[config.mk]
export PLATFORM = sky130hd
export DESIGN_NAME = ryb_queue
export DESIGN_NICKNAME = d
export VERILOG_FILES = /design/src/rtl/ryb_pkg.sv /design/src/rtl/ryb_queue.sv
export SDC_FILE = /design/constraint.sdc
export NUM_CORES = 1
export LEC_CHECK = 0
export ABC_CLOCK_PERIOD_IN_PS = 3000
export BUFFER_PORTS_ARGS = -buffer_cell sky130_fd_sc_hd__buf_2
export CORE_MARGIN = 2
export CORE_UTILIZATION = 52
export CTS_CLUSTER_DIAMETER = 100
export CTS_CLUSTER_SIZE = 24
export DETAILED_ROUTE_END_ITERATION = 16
export PLACE_DENSITY_LB_ADDON = 0.3
export SYNTH_ARGS = -nofsm -noshare
export SYNTH_HDL_FRONTEND = slang
export SYNTH_SLANG_ARGS = --single-unit
[constraint.sdc]
create_clock -name clk -period 3 [get_ports clk]
set_clock_uncertainty 0.1 [all_clocks]
set_input_delay 0.15 -clock clk [delete_from_list [all_inputs] [get_ports clk]]
set_output_delay 0.15 -clock clk [all_outputs]
set_load 0.02 [all_outputs]
[src/rtl/ryb_pkg.sv]
// ----------------------------------------------------------------------------
// ryb_pkg: shared types and constants
// Coefficients, register indexes and the pixel word of the RGB to YCbCr
// converter with 8x8 block reordering.
// ----------------------------------------------------------------------------
package ryb_pkg;

	localparam int QDEPTH = 4;
	localparam int QAW    = 2;

	localparam logic REG_WIDTH_BLOCKS = 1'b0;
	localparam logic REG_COLOR_MODE   = 1'b1;

	localparam logic [8:0] WIDTH_BLOCKS_RST = 9'd80;
	localparam logic [5:0] IDX_LAST         = 6'd63;

	// Q16 coefficients
	localparam logic signed [17:0] C_Y_R  =  18'sd19595;
	localparam logic signed [17:0] C_Y_G  =  18'sd38470;
	localparam logic signed [17:0] C_Y_B  =  18'sd7471;
	localparam logic signed [17:0] C_CB_R = -18'sd11056;
	localparam logic signed [17:0] C_CB_G = -18'sd21712;
	localparam logic signed [17:0] C_CB_B =  18'sd32768;
	localparam logic signed [17:0] C_CR_R =  18'sd32768;
	localparam logic signed [17:0] C_CR_G = -18'sd27440;
	localparam logic signed [17:0] C_CR_B = -18'sd5328;
	localparam logic signed [25:0] C_OFFSET = 26'sd8388608;

	typedef struct packed {
		logic [7:0] y;
		logic [7:0] cb;
		logic [7:0] cr;
	} ycc_t;

	typedef enum logic {
		ST_IDLE,
		ST_READ
	} rd_state_t;

	function automatic logic signed [25:0] mul_q16(input logic [7:0] v,
			input logic signed [17:0] c);
		logic signed [25:0] a;
		logic signed [25:0] k;
		a = $signed({18'd0, v});
		k = 26'(c);
		return a * k;
	endfunction

	function automatic logic [7:0] clamp_q16(input logic signed [25:0] s);
		logic [7:0] v;
		if (s < 0) begin
			v = 8'd0;
		end else if (s[25:16] > 10'd255) begin
			v = 8'd255;
		end else begin
			v = s[23:16];
		end
		return v;
	endfunction

endpackage

[src/rtl/ryb_queue.sv]
// ----------------------------------------------------------------------------
// ryb_queue: block command queue
// Holds the column of each completed block until the readout side takes it.
// Slot contents and valid bits are visible for overwrite checks.
// ----------------------------------------------------------------------------
module ryb_queue #(
	parameter int W = 8
) (
	input  logic                     clk,
	input  logic                     arst_n,
	input  logic                     push,
	input  logic [W-1:0]             push_col,
	input  logic                     pop,
	output logic                     filled,
	output logic [W-1:0]             head,
	output logic [W-1:0]             ent [ryb_pkg::QDEPTH],
	output logic [ryb_pkg::QDEPTH-1:0] ent_vld
);

	logic [W-1:0]                slot_q [ryb_pkg::QDEPTH];
	logic [ryb_pkg::QDEPTH-1:0]  vld_q;
	logic [ryb_pkg::QAW-1:0]     wr_q;
	logic [ryb_pkg::QAW-1:0]     rd_q;

	always_ff @(posedge clk or negedge arst_n) begin
		if (!arst_n) begin
			vld_q <= '0;
			wr_q  <= '0;
			rd_q  <= '0;
		end else begin
			if (push) begin
				vld_q[wr_q] <= 1'b1;
				wr_q        <= wr_q + ryb_pkg::QAW'(1);
			end
			if (pop) begin
				vld_q[rd_q] <= 1'b0;
				rd_q        <= rd_q + ryb_pkg::QAW'(1);
			end
		end
	end

	always_ff @(posedge clk) begin
		if (push) begin
			slot_q[wr_q] <= push_col;
		end
	end

	assign filled  = vld_q[rd_q];
	assign head    = slot_q[rd_q];
	assign ent     = slot_q;
	assign ent_vld = vld_q;

endmodule

# After elaboration in Yosys (flattened, before gate mapping)
# Index checks and enable logic that the tools add are counted.
[word_totals]
reg_bits = 40
output_inout_bits = 45
word_cells = 38
input_bits = 12
[classes]
magnitude_cmp = 7
add_sub_neg = 2
n_mux = 14
n_bitwise = 5
reduce_logical = 3
[ops]
columns = ["op", "n"]
rows = [
  ["bitwise mux 32 bit", 1],
  ["two-way mux 8 bit", 3],
  ["binary-select mux 8 bit (select 2 bit)", 1],
  ["demux 8 bit (select 2 bit)", 1],
  ["two-way mux 4 bit", 2],
  [">= comparator 3 bit, second input constant", 2],
  ["< comparator 2 x 3 -> 1 bit, second input constant", 2],
  ["NOT 2 -> 3 bit", 2],
  ["adder 2 x 1 -> 2 bit, second input constant", 2],
  ["AND 4 bit", 1],
  ["demux 1 bit (select 2 bit)", 2],
  [">= comparator 2 x 1 -> 1 bit, second input constant", 2],
  ["NOT 4 bit", 1],
  ["bitwise OR 4 bit", 1],
  ["logical AND 1 bit", 3],
  ["< comparator 3 x 1 -> 1 bit, second input constant", 1],
  ["two-way mux 1 bit", 3],
  ["binary-select mux 1 bit (select 2 bit)", 1],
]

# Longest topological paths before layout
[depth]
depth_word = 8
ltp_mapped = 5
ltp_nobuf = 4

# Worst setup path after synthesis
# Ideal clock, no wire load.
[synth_timing]
path_type = "reg2out"
startpoint = "reg rd_q[0] in the netlist's numbering"
endpoint = "out filled"
t_arrival_ns = 1.144
setup_slack_ns = 1.606
required_ns = 2.750
path_stages_with_launch = 3
cell_sequence = "dfrtp_1 -> buf_6 -> mux4_2"
[synth_between]
elab_chain_len = 2
[synth_rtl]
columns = ["item", "line", "rtl"]
rows = [
  ["start: declaration", "ryb_queue.sv:23", "logic [ryb_pkg::QAW-1:0] rd_q;"],
  ["start signal: assignment", "ryb_queue.sv:37", "rd_q <= rd_q + ryb_pkg::QAW'(1);"],
  ["binary-select mux 1 bit (select 2 bit)", "ryb_queue.sv:48", "assign filled = vld_q[rd_q];"],
  ["two-way mux 1 bit (not written as such)", "ryb_queue.sv:48", ""],
  ["end: declaration", "ryb_queue.sv:14", "output logic filled,"],
]
# No other way between the ends. The select of a mux whose other input is x is not followed.

# Worst setup path after layout
[layout_timing]
startpoint = "reg rd_q[0] in the netlist's numbering"
endpoint = "out head[1]"
[layout_between]
elab_chain_len = 4
[layout_rtl]
columns = ["item", "line", "rtl"]
rows = [
  ["NOT 2 -> 3 bit (not written as such)", "ryb_queue.sv:49", "assign head = slot_q[rd_q];"],
  ["binary-select mux 8 bit (select 2 bit)", "ryb_queue.sv:49", ""],
  ["two-way mux 8 bit (not written as such) (2 in a row)", "ryb_queue.sv:49", ""],
  ["end: declaration", "ryb_queue.sv:15", "output logic [W-1:0] head,"],
]
# No other way between the ends. The select of a mux whose other input is x is not followed.

==> summary.md <==
| Metric | Value |
|---|---|
| TritonCTS clock tree | built |
| Clock tree sinks | 40 |
| Largest cells by area after synthesis | edfxtp_1, dfrtp_1, mux4_2 |
| Status | finished, final reports clean |
| Pins Over Slew Limit | 0 |
| Achievable Freq | ~450 MHz |
| Maximum level of the CTS H-tree | 2 |
| Met1 usage | 0.229 |
| Core Region | roughly 3000 sq um |
| Grt met3 use | 0.0677 |
| Worst ir drop on vdd | around 0.75 mV |
| Final #Nets | about 170 |
| Initial DRC Count | 18 |
| Top cell type by total area after synthesis | edfxtp_1 |
| Syn Area/Cell | 20.5 sq um |
| Maxcap violations | 0 |
| # DRC | 0 |
| Longest Clk Path Bufs | 2 |
| DRT Pass-1 Iters | 4 |
| DP Worst Slack | about 1.1 ns |
| DRT antenna net count | 0 |
| Power per cell area | just over 900 nW/um^2 |
| Cell area after synthesis | ~1600 sq um |
| Final wirelength | 3.02 mm |
| Largest net degree at the start of global routing | 14 |
| Layout fillers | 195 |
| Initial Util | 0.537 |
| Critical path endpoint category | primary output |
| Number of global-route vias before repair | between 900 and 1000 |
| Max incr delay on CP | 0.80 ns |
| Synth cell types | 14 |
| Synth Net Count | 98 |
| Die Height | between 50 and 60 microns |
| Worst Max-Slew Pin Slew | 0.685 ns |
| Reg area | about 1200 sq um |
| Final worst-path cycle share | 0.739 |
| RSZ-0062 raised after global routing | false |
| First-pass GRT wire length | around 4.7 mm |
| Share of cells above drive strength 1 | 0.480 |
| Worst setup SP type | flip-flop |
| Clk slew on worst S/H paths | between 0.1 and 0.15 ns |
| Final Hold Fails | 0 |
| Seq/Total Area, Yosys | 0.727 |
| FP Rows | 20 |
| GRT met2 Usage | 0.308 |
| Period minus WS final | 2.22 ns |
| Post-DP HPWL | about 2.1 mm |
| Post-CTS sizing | 0 |
| TNS Setup | 0 ns |
| Layout area overhead | 29.6% |
| HP Class | primary input to asynchronous set/reset pin |
| Rel. slew slack | 0.544 |
| Share of the synthesized area in the top cell type | 0.601 |
| Worst-Skew Late Latency | 0.33 ns |
| Initial antenna violation count | 0 |
| IO Port Bufs | 56 |
| WL/cell | 16.5 microns |
| TritonCTS buffer count | 5 |
| Num ports | 57 |
| Total number of vias | 988 |
| Final std cells w/o fill | roughly 180 |
| DR vias/cell | ~5.4 |
| Synth Warn # | 0 |
| Slowest CP cell | dfrtp_1 |
| Final worst slack | just under 0.8 ns |
| Placed insts | between 150 and 200 |
| Final setup viols | 0 |
| Total global routing overflow | 0 |
| Power Total | around 1.9 mW |
| Post-Syn Instances | 78 |
| Multi-input logic area | 402 sq um |
| CP cell instances | mux4_1 -> buf_2 |
| WS Path Type | flip-flop to primary output |
| CP required | between 2 and 3 ns |
| Inserted Diodes | 0 |
| Leak pwr | 0.876 nW |
| Gr usage total | 0.190 |
| CP Data Arrival Time | between 1.5 and 2 ns |
| Root buffer cell | clkbuf_4 |
| Die area | roughly 3500 sq um |
| Number of register bits inferred by synthesis | 40 |
| Die Width | approximately 59 microns |
| Gp weighted congestion | about 0.73 |
| Crit-path max FO | 13 |
| Postcts setup bufs | 0 |
| Most Used Layer, Global Route | met2 |
-- cell usage after synthesis, drive strengths merged --
cell      n
a2bb2oi   4
and2      4
buf       2
clkbuf    1
dfrtp     8
edfxtp   32
ha        8
inv       4
mux4      9
nand2     2
o21ai     2
xor2      2
-- critical path: cells and delay by family, from the launching register on --
kind | cells | cell delay (ns)
buf+inv | 1 | 0.18
flops | 1 | 0.80
mux | 1 | 0.65
-- through the flow --
step            util  hold slack, ns  area [sq um]
2_1_floorplan      -          -0.246          1600
3_5_place_dp   0.638         -0.0986          1900
3_3_place_gp   0.638          -0.101          1900
4_1_cts        0.695          0.0521          2070
6_report       0.695          0.0599          2070
5_1_grt        0.695          0.0836          2070
-- layout make-up --
type                       count  area share
clock buffer                   6      0.0248
tap                           33      0.0199
timing repair buffer          67       0.189
sequential                    40       0.561
inverter                       4     0.00725
multi-input combinational     31       0.194
clock inverter                 2     0.00483
-- worst paths after layout --
| kind | startpoint | end | slack [ns] | depth (start not counted) |
|---|---|---|---|---|
| min reg2reg | wr_q[0] | wr_q[0] | 0.44 | 1 |
| min in group clk | wr_q[0] | wr_q[0] | 0.44 | 1 |
| max reg2reg | rd_q[0] | rd_q[1] | 1.36 | 4 |
| max in group asynchronous | arst_n | wr_q[0] | 2.57 | 2 |
| max | rd_q[0] | head[1] | 0.78 | 2 |
| min | arst_n | ent_vld[0] | 0.06 | 2 |
-- per-layer routing --
metal,part of all wire,wire (microns),up-vias
met3,0.068,207,4
met2,0.54,1630,51
met1,0.38,1140,486
met5,0,0,-
li1,-,-,447
met4,0.015,45,0
-- sequential cells by signal, indices dropped and copies added (netlist names) --
register  cells
wr_q          2
ent          32
rd_q          2
ent_vld       4
-- cell families (layout without fill, tap and decap cells) --
| group | after synthesis | in the layout | synth area share |
|---|---|---|---|
| multiplexers | 9 | 9 | 0.129 |
| adder cells (fa/ha/maj) | 8 | 8 | 0.0626 |
| AO/OA/AOI/OAI | 6 | 6 | 0.0282 |
| flip-flops | 40 | 40 | 0.727 |
| XOR/XNOR | 2 | 2 | 0.0110 |
| buffers and inverters | 7 | 79 | 0.0219 |
| AND/OR/NAND/NOR | 6 | 6 | 0.0204 |
-- power by group --
| group | internal [mW] | total (mW) | switching, mW |
|---|---|---|---|
| Sequential | 0.746 | 0.882 | 0.137 |
| Combinational | 0.327 | 0.757 | 0.430 |
| Clock | 0.112 | 0.275 | 0.164 |
| Total | 1.18 | 1.91 | 0.731 |
-- repair_timing --
action,in CTS,in global routing
hold buffers,11,0
hold endpoints to repair,48,0
endpoints found under the setup margin,0,0
-- placed cells by master, fill, tap and decap left out, drive strengths merged --
cell,Yosys,layout
dfrtp,8,8
o21ai,2,2
dlygate4sd3,0,11
inv,4,4
clkinv,0,2
buf,2,56
a2bb2oi,4,4
mux4,9,9
nand2,2,2
edfxtp,32,32
ha,8,8
and2,4,4
xor2,2,2
clkbuf,1,6
(Power assumes the default switching activity.)
