--- src/rtl/ryb_pkg.sv ---
// ----------------------------------------------------------------------------
// ryb_pkg: shared types and constants
// Coefficients, register indexes and the pixel word of the RGB to YCbCr
// converter with 8x8 block reordering.
// ----------------------------------------------------------------------------
package ryb_pkg;

	localparam int QDEPTH = 4;
	localparam int QAW    = 2;

	localparam logic REG_WIDTH_BLOCKS = 1'b0;
	localparam logic REG_COLOR_MODE   = 1'b1;

	localparam logic [8:0] WIDTH_BLOCKS_RST = 9'd80;
	localparam logic [5:0] IDX_LAST         = 6'd63;

	// Q16 coefficients
	localparam logic signed [17:0] C_Y_R  =  18'sd19595;
	localparam logic signed [17:0] C_Y_G  =  18'sd38470;
	localparam logic signed [17:0] C_Y_B  =  18'sd7471;
	localparam logic signed [17:0] C_CB_R = -18'sd11056;
	localparam logic signed [17:0] C_CB_G = -18'sd21712;
	localparam logic signed [17:0] C_CB_B =  18'sd32768;
	localparam logic signed [17:0] C_CR_R =  18'sd32768;
	localparam logic signed [17:0] C_CR_G = -18'sd27440;
	localparam logic signed [17:0] C_CR_B = -18'sd5328;
	localparam logic signed [25:0] C_OFFSET = 26'sd8388608;

	typedef struct packed {
		logic [7:0] y;
		logic [7:0] cb;
		logic [7:0] cr;
	} ycc_t;

	typedef enum logic {
		ST_IDLE,
		ST_READ
	} rd_state_t;

	function automatic logic signed [25:0] mul_q16(input logic [7:0] v,
			input logic signed [17:0] c);
		logic signed [25:0] a;
		logic signed [25:0] k;
		a = $signed({18'd0, v});
		k = 26'(c);
		return a * k;
	endfunction

	function automatic logic [7:0] clamp_q16(input logic signed [25:0] s);
		logic [7:0] v;
		if (s < 0) begin
			v = 8'd0;
		end else if (s[25:16] > 10'd255) begin
			v = 8'd255;
		end else begin
			v = s[23:16];
		end
		return v;
	endfunction

endpackage

--- src/rtl/ryb_front.sv ---
// ----------------------------------------------------------------------------
// ryb_front: pixel intake and colour conversion
// Tracks raster position, converts each pixel over two stages, writes the
// band store and queues a block once its bottom-right pixel is written.
// ----------------------------------------------------------------------------
module ryb_front #(
	parameter  int MAX_WIDTH_BLOCKS = 256,
	localparam int BCW = (MAX_WIDTH_BLOCKS > 1) ? $clog2(MAX_WIDTH_BLOCKS) : 1
) (
	input  logic                       clk,
	input  logic                       arst_n,
	input  logic                       in_valid,
	output logic                       in_ready,
	input  logic [7:0]                 red,
	input  logic [7:0]                 green,
	input  logic [7:0]                 blue,
	input  logic                       cfg_write,
	input  logic                       cfg_index,
	input  logic [8:0]                 cfg_data,
	input  logic [BCW-1:0]             q_ent [ryb_pkg::QDEPTH],
	input  logic [ryb_pkg::QDEPTH-1:0] q_vld,
	input  logic                       act_vld,
	input  logic [BCW-1:0]             act_col,
	output logic                       wr_en,
	output logic [BCW+5:0]             wr_addr,
	output ryb_pkg::ycc_t              wr_data,
	output logic                       push,
	output logic [BCW-1:0]             push_col
);

	localparam int EW = BCW + 1;
	localparam int FW = ryb_pkg::QAW + 1;

	logic [8:0]     width_q;
	logic           color_q;
	logic [EW-1:0]  eff_w;

	logic [BCW-1:0] col_q;
	logic [2:0]     px_q;
	logic [2:0]     row_q;
	logic           trig;
	logic           row_end;
	logic           hit;
	logic [FW-1:0]  free;
	logic [FW-1:0]  pend;
	logic           acc;

	logic           vld_s1;
	logic           trig_s1;
	logic           color_s1;
	logic [7:0]     r_s1;
	logic [7:0]     g_s1;
	logic [7:0]     b_s1;
	logic [BCW-1:0] col_s1;
	logic [2:0]     px_s1;
	logic [2:0]     row_s1;

	logic                vld_s2;
	logic                trig_s2;
	logic                color_s2;
	logic [7:0]          r_s2;
	logic [BCW-1:0]      col_s2;
	logic [2:0]          px_s2;
	logic [2:0]          row_s2;
	logic signed [25:0]  p_s2 [9];

	always_ff @(posedge clk or negedge arst_n) begin
		if (!arst_n) begin
			width_q <= ryb_pkg::WIDTH_BLOCKS_RST;
			color_q <= 1'b1;
		end else if (cfg_write) begin
			unique case (cfg_index)
				ryb_pkg::REG_WIDTH_BLOCKS: width_q <= cfg_data;
				ryb_pkg::REG_COLOR_MODE:   color_q <= cfg_data[0];
				default: ;
			endcase
		end
	end

	always_comb begin
		if (width_q == 9'd0) begin
			eff_w = EW'(1);
		end else if (32'(width_q) > 32'(MAX_WIDTH_BLOCKS)) begin
			eff_w = EW'(MAX_WIDTH_BLOCKS);
		end else begin
			eff_w = EW'(width_q);
		end
	end

	assign trig    = (row_q == 3'd7) && (px_q == 3'd7);
	assign row_end = (px_q == 3'd7) && ((EW'(col_q) + EW'(1)) >= eff_w);

	// hold off a pixel whose block column still awaits readout, or a block's last pixel while the queue has no free slot
	always_comb begin
		hit  = 1'b0;
		free = '0;
		for (int i = 0; i < ryb_pkg::QDEPTH; i++) begin
			if (q_vld[i] && (q_ent[i] == col_q)) hit = 1'b1;
			if (!q_vld[i]) free = free + FW'(1);
		end
		if (act_vld && (act_col == col_q)) hit = 1'b1;
		if (vld_s1 && trig_s1 && (col_s1 == col_q)) hit = 1'b1;
		if (vld_s2 && trig_s2 && (col_s2 == col_q)) hit = 1'b1;
		pend = FW'(vld_s1 && trig_s1) + FW'(vld_s2 && trig_s2);
	end

	assign in_ready = !hit && (!trig || (free > pend));
	assign acc      = in_valid && in_ready;

	always_ff @(posedge clk or negedge arst_n) begin
		if (!arst_n) begin
			col_q <= '0;
			px_q  <= '0;
			row_q <= '0;
		end else if (acc) begin
			if (row_end) begin
				col_q <= '0;
				px_q  <= '0;
				row_q <= row_q + 3'd1;
			end else begin
				px_q <= px_q + 3'd1;
				if (px_q == 3'd7) col_q <= col_q + BCW'(1);
			end
		end
	end

	always_ff @(posedge clk or negedge arst_n) begin
		if (!arst_n) begin
			vld_s1 <= 1'b0;
			vld_s2 <= 1'b0;
		end else begin
			vld_s1 <= acc;
			vld_s2 <= vld_s1;
		end
	end

	always_ff @(posedge clk) begin
		if (acc) begin
			trig_s1  <= trig;
			color_s1 <= color_q;
			r_s1     <= red;
			g_s1     <= green;
			b_s1     <= blue;
			col_s1   <= col_q;
			px_s1    <= px_q;
			row_s1   <= row_q;
		end
	end

	always_ff @(posedge clk) begin
		trig_s2  <= trig_s1;
		color_s2 <= color_s1;
		r_s2     <= r_s1;
		col_s2   <= col_s1;
		px_s2    <= px_s1;
		row_s2   <= row_s1;
		p_s2[0]  <= ryb_pkg::mul_q16(r_s1, ryb_pkg::C_Y_R);
		p_s2[1]  <= ryb_pkg::mul_q16(g_s1, ryb_pkg::C_Y_G);
		p_s2[2]  <= ryb_pkg::mul_q16(b_s1, ryb_pkg::C_Y_B);
		p_s2[3]  <= ryb_pkg::mul_q16(r_s1, ryb_pkg::C_CB_R);
		p_s2[4]  <= ryb_pkg::mul_q16(g_s1, ryb_pkg::C_CB_G);
		p_s2[5]  <= ryb_pkg::mul_q16(b_s1, ryb_pkg::C_CB_B);
		p_s2[6]  <= ryb_pkg::mul_q16(r_s1, ryb_pkg::C_CR_R);
		p_s2[7]  <= ryb_pkg::mul_q16(g_s1, ryb_pkg::C_CR_G);
		p_s2[8]  <= ryb_pkg::mul_q16(b_s1, ryb_pkg::C_CR_B);
	end

	always_comb begin
		if (color_s2) begin
			wr_data.y  = ryb_pkg::clamp_q16(p_s2[0] + p_s2[1] + p_s2[2]);
			wr_data.cb = ryb_pkg::clamp_q16(p_s2[3] + p_s2[4] + p_s2[5]
				+ ryb_pkg::C_OFFSET);
			wr_data.cr = ryb_pkg::clamp_q16(p_s2[6] + p_s2[7] + p_s2[8]
				+ ryb_pkg::C_OFFSET);
		end else begin
			wr_data.y  = r_s2;
			wr_data.cb = 8'd0;
			wr_data.cr = 8'd0;
		end
	end

	assign wr_en    = vld_s2;
	assign wr_addr  = {row_s2, col_s2, px_s2};
	assign push     = vld_s2 && trig_s2;
	assign push_col = col_s2;

endmodule

--- config.mk ---
export PLATFORM = sky130hd
export DESIGN_NAME = ryb_front
export DESIGN_NICKNAME = d
export VERILOG_FILES = /design/src/rtl/ryb_pkg.sv /design/src/rtl/ryb_front.sv
export SDC_FILE = /design/constraint.sdc
export NUM_CORES = 1
export LEC_CHECK = 0
export ABC_AREA = 1
export BUFFER_PORTS_ARGS = -buffer_cell sky130_fd_sc_hd__clkbuf_2
export CAP_MARGIN = 20
export CELL_PAD_IN_SITES_DETAIL_PLACEMENT = 1
export CELL_PAD_IN_SITES_GLOBAL_PLACEMENT = 1
export CORE_AREA = 2 2 228 230
export DETAILED_ROUTE_END_ITERATION = 7
export DIE_AREA = 0 0 230 232
export GPL_TIMING_DRIVEN = 0
export PLACE_DENSITY = 0.88
export SETUP_SLACK_MARGIN = 0.1
export SYNTH_ARGS = -nofsm -noshare
export SYNTH_HDL_FRONTEND = slang
export SYNTH_SLANG_ARGS = --single-unit
--- constraint.sdc ---
create_clock -name clk -period 10 [get_ports clk]
set_input_delay 0.5 -clock clk [delete_from_list [all_inputs] [get_ports clk]]
set_output_delay 0.5 -clock clk [all_outputs]
set_load 0.01 [all_outputs]
# After elaboration in Yosys (flattened, before gate mapping)
# Memories as Yosys holds them, arrays and structs flattened.
# Cells that the tools add are included.
[totals]
word_cells = 109
output_inout_bits = 49
ramBits = 234
ff_bits = 90
n_memories = 1
[mem_list]
columns = ["name", "words", "width", "rd", "rd_clocked_by_memory_dff", "write_ports", "line", "text"]
rows = [
  ["p_s2", 9, 26, 9, 0, 9, "ryb_front.sv:65", "logic signed [25:0] p_s2 [9];"],
]
[op_classes]
reduce_logical = 22
n_eq_ne = 9
add_sub_neg = 16
bitwise = 1
mux = 23
n_lt_le_gt_ge = 9
n_mul = 7
[ops]
columns = ["op", "n"]
rows = [
  ["adder 26 bit", 6],
  ["< comparator 26 x 1 -> 1 bit, second input constant", 3],
  ["two-way mux 8 bit", 8],
  ["== test 8 bit", 7],
  ["adder 26 x 25 -> 26 bit, second input constant", 2],
  ["multiplier 8 x 15 -> 23 bit, second input constant", 2],
  ["multiplier 9 x 12 -> 21 bit, second input constant", 2],
  ["> comparator 10 x 8 -> 1 bit, second input constant", 3],
  ["two-way mux 24 bit", 1],
  ["multiplier 8 x 13 -> 21 bit, second input constant", 1],
  ["multiplier 9 x 11 -> 20 bit, second input constant", 1],
  ["multiplier 9 x 10 -> 19 bit, second input constant", 1],
  ["two-way mux 9 bit", 2],
  ["adder 3 x 1 -> 3 bit, second input constant", 5],
  ["logical AND 1 bit", 13],
  ["two-way mux 3 bit", 4],
  ["adder 8 x 1 -> 9 bit, second input constant", 1],
  [">= comparator 9 bit", 1],
  ["> comparator 9 bit, second input constant", 1],
  ["zero test 9 bit", 1],
  ["adder 8 x 1 -> 8 bit, second input constant", 1],
  ["two-way mux 1 bit", 8],
  ["AND reduction 2 bit", 4],
  ["== test 3 bit, second input constant", 2],
  ["other kinds (6)", 7],
]

# Logic depth before layout (Yosys ltp)
# Gate-level depths: netlist (run 1).
[depth]
ltp_word = 13
depth_mapped = 19
mapped_depth_nobuf = 19

# Worst setup path before layout (run 1)
# Ideal clock, no wire load.
[synth_timing]
path_type = "register -> register"
from = "register g_s1[0]"
to = "memory p_s2[7][23], in the netlist p_s2[0][205]"
setup_ns = 0.072
period_less_slack_ns = 4.183
stages_incl_launch_ff = 15
path_buffers = 0
required_time_ns = 9.928
arrival_time_ns = 4.112
slack_ns = 5.817
cell_sequence = "edfxtp_1 > fa_1 > inv_1 > fa_1 > inv_1 > fa_1 > inv_1 > fa_1 > inv_1 > ha_1 > inv_1 > nor3_1 > nand2_1 > o21ai_0 > xor2_1"
[synth_lines]
columns = ["element", "line", "text"]
rows = [
  ["start, declared", "ryb_front.sv:52", "logic [7:0] g_s1;"],
  ["start signal, assigned", "ryb_front.sv:142", "g_s1 <= green;"],
  ["end, declared", "ryb_front.sv:65", ""],
]

==> results of run 1 <==
[cells in the mapped netlist (23+ instances only)]
cell and number:
a21oi_1 185, dfrtp_1 23, dfxtp_1 170, edfxtp_1 40, fa_1 221, ha_1 444
inv_1 685, nand2_1 728, nand3_1 128, nand4_1 54, nor2_1 214, nor3_1 24
o21ai_0 89, xnor2_1 60, xor2_1 84
[flip-flops by register name, indices dropped and copies added, names as in the netlist, 8 cells and up]
register,cells
r_s1,8
col_q,8
g_s1,8
push_col,8
width_q,9
b_s1,8
p_s2,147
col_s1,8
[kinds of logic after synthesis]
logic type	count (synthesis)	synth area share
AND/OR/NAND/NOR	1190	0.189
buffers and inverters	722	0.107
adder cells (fa/ha/maj)	665	0.381
AO/OA/AOI/OAI	337	0.0701
flip-flops	236	0.201
XOR/XNOR	144	0.0482
multiplexers	7	0.00301
[critical path, cell delays in order, from the launching register on]
cell,delay (ns)
edfxtp_1,0.75
ha_1,0.50
inv_1,0.26
fa_1,0.60
inv_1,0.06
ha_1,0.30
inv_1,0.07
fa_1,0.55
inv_1,0.06
ha_1,0.37
nand2_1,0.12
o21ai_0,0.43
a21oi_1,0.24
o21ai_0,0.44
a21oi_1,0.17
xor2_1,0.19
[metrics by stage]
stage                     setup slack, ns  std cells  instance area, um^2  utilization
after floorplan                      5.82       3301                26200            -
after global placement               5.16       4111                27700        0.544
after detailed placement             5.13       4112                27700        0.544
after CTS                            4.88       4171                28800        0.566
after global routing                 4.61       4171                28800        0.566
final                                4.76       4171                28800        0.566
[layout make-up]
type,count,share of cell area
buffer,26,0.00673
clock buffer,38,0.0282
clock inverter,20,0.0109
inverter,696,0.0908
multi-input combinational,2343,0.628
sequential,236,0.182
tap,680,0.0295
timing repair buffer,132,0.0236
[path summary, 6_finish.rpt]
check,startpoint,to,cells after the start
worst min-delay path,red[7],r_s1[7],1
worst max-delay path,b_s1[1],p_s2[0][226],15
worst min register to register,px_s1[0],px_s2[0],0
worst max register to register,b_s1[1],p_s2[0][226],15
max in group asynchronous,arst_n,px_q[1],2
min in group asynchronous,arst_n,col_q[4],2
[per-layer routing]
layer / wire length, um / global-route usage / share of wire
met2: 42900 / 0.599 / 0.50
met1: 34300 / 0.375 / 0.40
met4: 4790 / 0.168 / 0.056
met3: 3600 / 0.0379 / 0.042
met5: 13 / 0 / 0.00015
[repair_timing]
item / 4_1_cts / 5_1_grt
hold endpoints to repair: 23 / 0
gates resized for setup: 0 / 0
hold buffers: 1 / 0
==> impl_results.md, run 1 <==
- Worst slew margin: 0.466
- Multi-input logic area: 18100 um^2
- Setup_tns: 0 ns
- Grt total ovfl: 0
- Vias per cell: 5.49
- Number of global-route vias before repair: 26.1k
- Worst hold path class: in -> reg
- Final min period: 5.24 ns
- Most common cell after layout, fill and taps aside: nand2_1
- Syn Area/Cell: 7.93 um^2
- Net Count, Synth: 4049
- Rows: 83
- Vias: 22.9k
- Fmax: 191 MHz
- Initial Utilization: 0.514
- Core Box Area: 50900 um^2
- PortBufs: 130
- Total CTS buffers: 31
- H-tree depth: 1
- Initial DRC Count: 1137
- Setup-failing EPs final: 0
- Drt pass-1 iters: 5
- ANT nets after route: 0
- Gr usage total: 0.327
- Seq/Total Area, Yosys: 0.201
- Post-synth EDFFs: 40
- Final net count: 4214
- Post-synth top area share: 0.212
- Critical path type: reg -> reg
- MaxCap Viol Count: 0
- Largest net degree at the start of global routing: 27
- Fraction of registers with async set/reset: 0.110
- Hold Violations, Final: 0
- Root Buffer Master: clkbuf_16
- Status: completed
- Initial antenna violation count: 1
- RSZ-0062 raised after global routing: false
- Global-route wire length before repair: 138 mm
- Setup Skew: 0.0378 ns
- # DRC: 0
- Clk sinks: 236
- Clock transition at the registers of the reported paths: 0.07 ns
- Crit start category: register
- Seq. cell area: 5260 um^2
- Num ports: 132
- Most frequent cells in the layout: nand2_1, inv_1, ha_1
- Largest area contributor in the netlist: ha_1
- Placer congestion estimate: 0.981
- Die height: 232 um
- Largest cells by area after synthesis: ha_1, fa_1, dfxtp_1
- Drt wl/cell: 20.5 um
- Share of post-route cells with drive strength above 1: 0.0685
- Cells after Synth: 3301
- Mapped Area: 26200 um^2
- Flop-to-flop setup slack: 4.76 ns
- Slew @ Worst Pin: 0.801 ns
- YS warnings: 0
- Top FF cell, synth: dfxtp_1
- Area Growth Syn to Fin: 10.2%
- Post-DP HPWL: 70.6 mm
- Worst Path Max Fanout: 10
- Die X: 230 um
- Synth unique cells: 53
- Total die area: 53400 um^2
- #FFs+latches synth: 236
- Crit path DAT: 5.71 ns
- # fillers: 6426
- Worst Setup End Kind: register
- Max clock buf depth: 3
- Final Cycle Share: 0.524
- Slew Viols, Final: 0
- Routed WL: 85.6 mm
- Post-CTS setup buffer count: 0
- Clock network latency to the later pin of the worst-skew pair: 0.62 ns
- CTS tree: done
- Final hold slack: 0.0628 ns
- Req. time, crit path: 10.47 ns
- Ant. Diodes: 0
Power of run 1 is left out: the tool's default activity adds up to more than one toggle a clock period on the data nets, which glitch-free logic cannot reach.
==> run 2: changes to the inputs <==
Settings changed: CORE_AREA 2 2 228 230 to 2 2 237 239, DIE_AREA 0 0 230 232 to 0 0 239 241, PLACE_DENSITY 0.88 to 0.82.
Clock period 10 ns to 5.35 ns, I/O delays scaled along.
==> impl_results.md, run 2 (synthesized netlist as in run 1, its figures left out) <==
- Status: completed
- Final min period: 5.03 ns
- Initial Utilization: 0.477
- Vias per cell: 5.32
- Vias: 22.5k
- Clock transition at the registers of the reported paths: 0.07 ns
- Total die area: 57600 um^2
- Area Growth Syn to Fin: 11.3%
- Initial DRC Count: 981
- Initial antenna violation count: 3
- Drt wl/cell: 19.6 um
- MaxCap Viol Count: 0
- Slew Viols, Final: 0
- Setup Skew: 0.0194 ns
- Drt pass-1 iters: 5
- Total CTS buffers: 30
- Number of global-route vias before repair: 24.9k
- RSZ-0062 raised after global routing: false
- # fillers: 6841
- Num ports: 132
- Hold Violations, Final: 0
- H-tree depth: 1
- Post-DP HPWL: 68.7 mm
- Routed WL: 83.0 mm
- Die height: 241 um
- Placer congestion estimate: 0.939
- Final Cycle Share: 0.939
- Gr usage total: 0.292
- Worst Setup End Kind: register
- Root Buffer Master: clkbuf_16
- Worst slew margin: 0.491
- Largest net degree at the start of global routing: 27
- Grt total ovfl: 0
- Crit path DAT: 5.51 ns
- Global-route wire length before repair: 132 mm
- Die X: 239 um
- Critical path type: reg -> reg
- Largest Register: p_s2
- Fmax: 199 MHz
- Top flop regs: p_s2: 147 flops, width_q: 9 flops
- Most common cell after layout, fill and taps aside: nand2_1
- # DRC: 0
- Crit start category: register
- Setup-failing EPs final: 0
- PortBufs: 130
- Number of flip-flops in the largest register: 147
- Most frequent cells in the layout: nand2_1, inv_1, ha_1
- Clk sinks: 236
- Ant. Diodes: 0
- Req. time, crit path: 5.83 ns
- ANT nets after route: 0
- Setup_tns: 0 ns
- Core Box Area: 54900 um^2
- Share of post-route cells with drive strength above 1: 0.0684
- Clock network latency to the later pin of the worst-skew pair: 0.59 ns
- CTS tree: done
- Slew @ Worst Pin: 0.764 ns
- Rows: 86
- Worst hold path class: in -> reg
- Final net count: 4250
- Worst Path Max Fanout: 10
- Max clock buf depth: 3
[run 2: cell count changes in the layout (fill, tap and decap cells not counted), sizes merged]
cell / delta
dlygate4sd3: +35
bufinv: -4
buf: +2
clkbuf: +2
inv: -2
[run 2: final timing paths]
check                           from           end  slack, ns  cells after the start
max reg2reg                  b_s1[6]  p_s2[0][226]       0.32                     14
max                          b_s1[6]  p_s2[0][226]       0.32                     14
max in group asynchronous     arst_n      col_q[7]       4.64                      2
min in group asynchronous     arst_n    width_q[2]       0.27                      2
min                         in_valid      col_q[1]       0.04                      3
min reg2reg                row_s1[1]     row_s2[1]       0.34                      0
[run 2: stage by stage]
step | util | area, um^2 | std cells | worst slack (ns) | hold WS (ns)
after floorplan | - | 26200 | 3301 | 1.17 | -0.0281
after global placement | 0.505 | 27700 | 4135 | 0.607 | 0.325
after detailed placement | 0.505 | 27700 | 4136 | 0.476 | 0.329
after CTS | 0.530 | 29100 | 4226 | 0.425 | 0.0122
after global routing | 0.531 | 29100 | 4228 | 0.122 | 0.0410
final | 0.531 | 29100 | 4228 | 0.324 | 0.0449
[run 2: area by class of cell]
type | instances | area [um^2] | share of cell area
plain buffers | 26 | 194 | 0.00666
multi-input cells | 2343 | 18100 | 0.621
clock inverters | 14 | 160 | 0.00550
well taps | 704 | 881 | 0.0302
flip-flops and latches | 236 | 5260 | 0.181
clock buffers | 40 | 871 | 0.0299
repair buffers | 169 | 1050 | 0.0359
inverters | 696 | 2620 | 0.0899
[run 2: worst max-delay path: stages (launching register included)]
cell and delay, ns:
edfxtp_1 0.71, inv_1 0.21, ha_1 0.46, ha_1 0.32
inv_1 0.05, fa_1 0.48, fa_1 0.57, inv_1 0.05
ha_1 0.42, nand2_1 0.11, o21ai_0 0.42, a21oi_1 0.24
o21ai_0 0.42, a21oi_1 0.16, xor2_1 0.28
[run 2: timing repair]
| item | 4_1_cts | 5_1_grt |
|---|---|---|
| hold endpoints to repair | 57 | 0 |
| hold buffers | 36 | 0 |
| endpoints found under the setup margin | 0 | 1 |
| resized for setup | 0 | 1 |
| buffers inserted | 0 | 2 |
[run 2: routing by layer]
| metal | GRT usage | up-vias | part of all wire |
|---|---|---|---|
| met5 | 0 | - | 0.00046 |
| met4 | 0.134 | 6 | 0.051 |
| met3 | 0.0414 | 199 | 0.040 |
| met2 | 0.524 | 471 | 0.49 |
| met1 | 0.345 | 11000 | 0.42 |
| li1 | - | 10800 | - |
Power of run 2 is left out for the same reason.
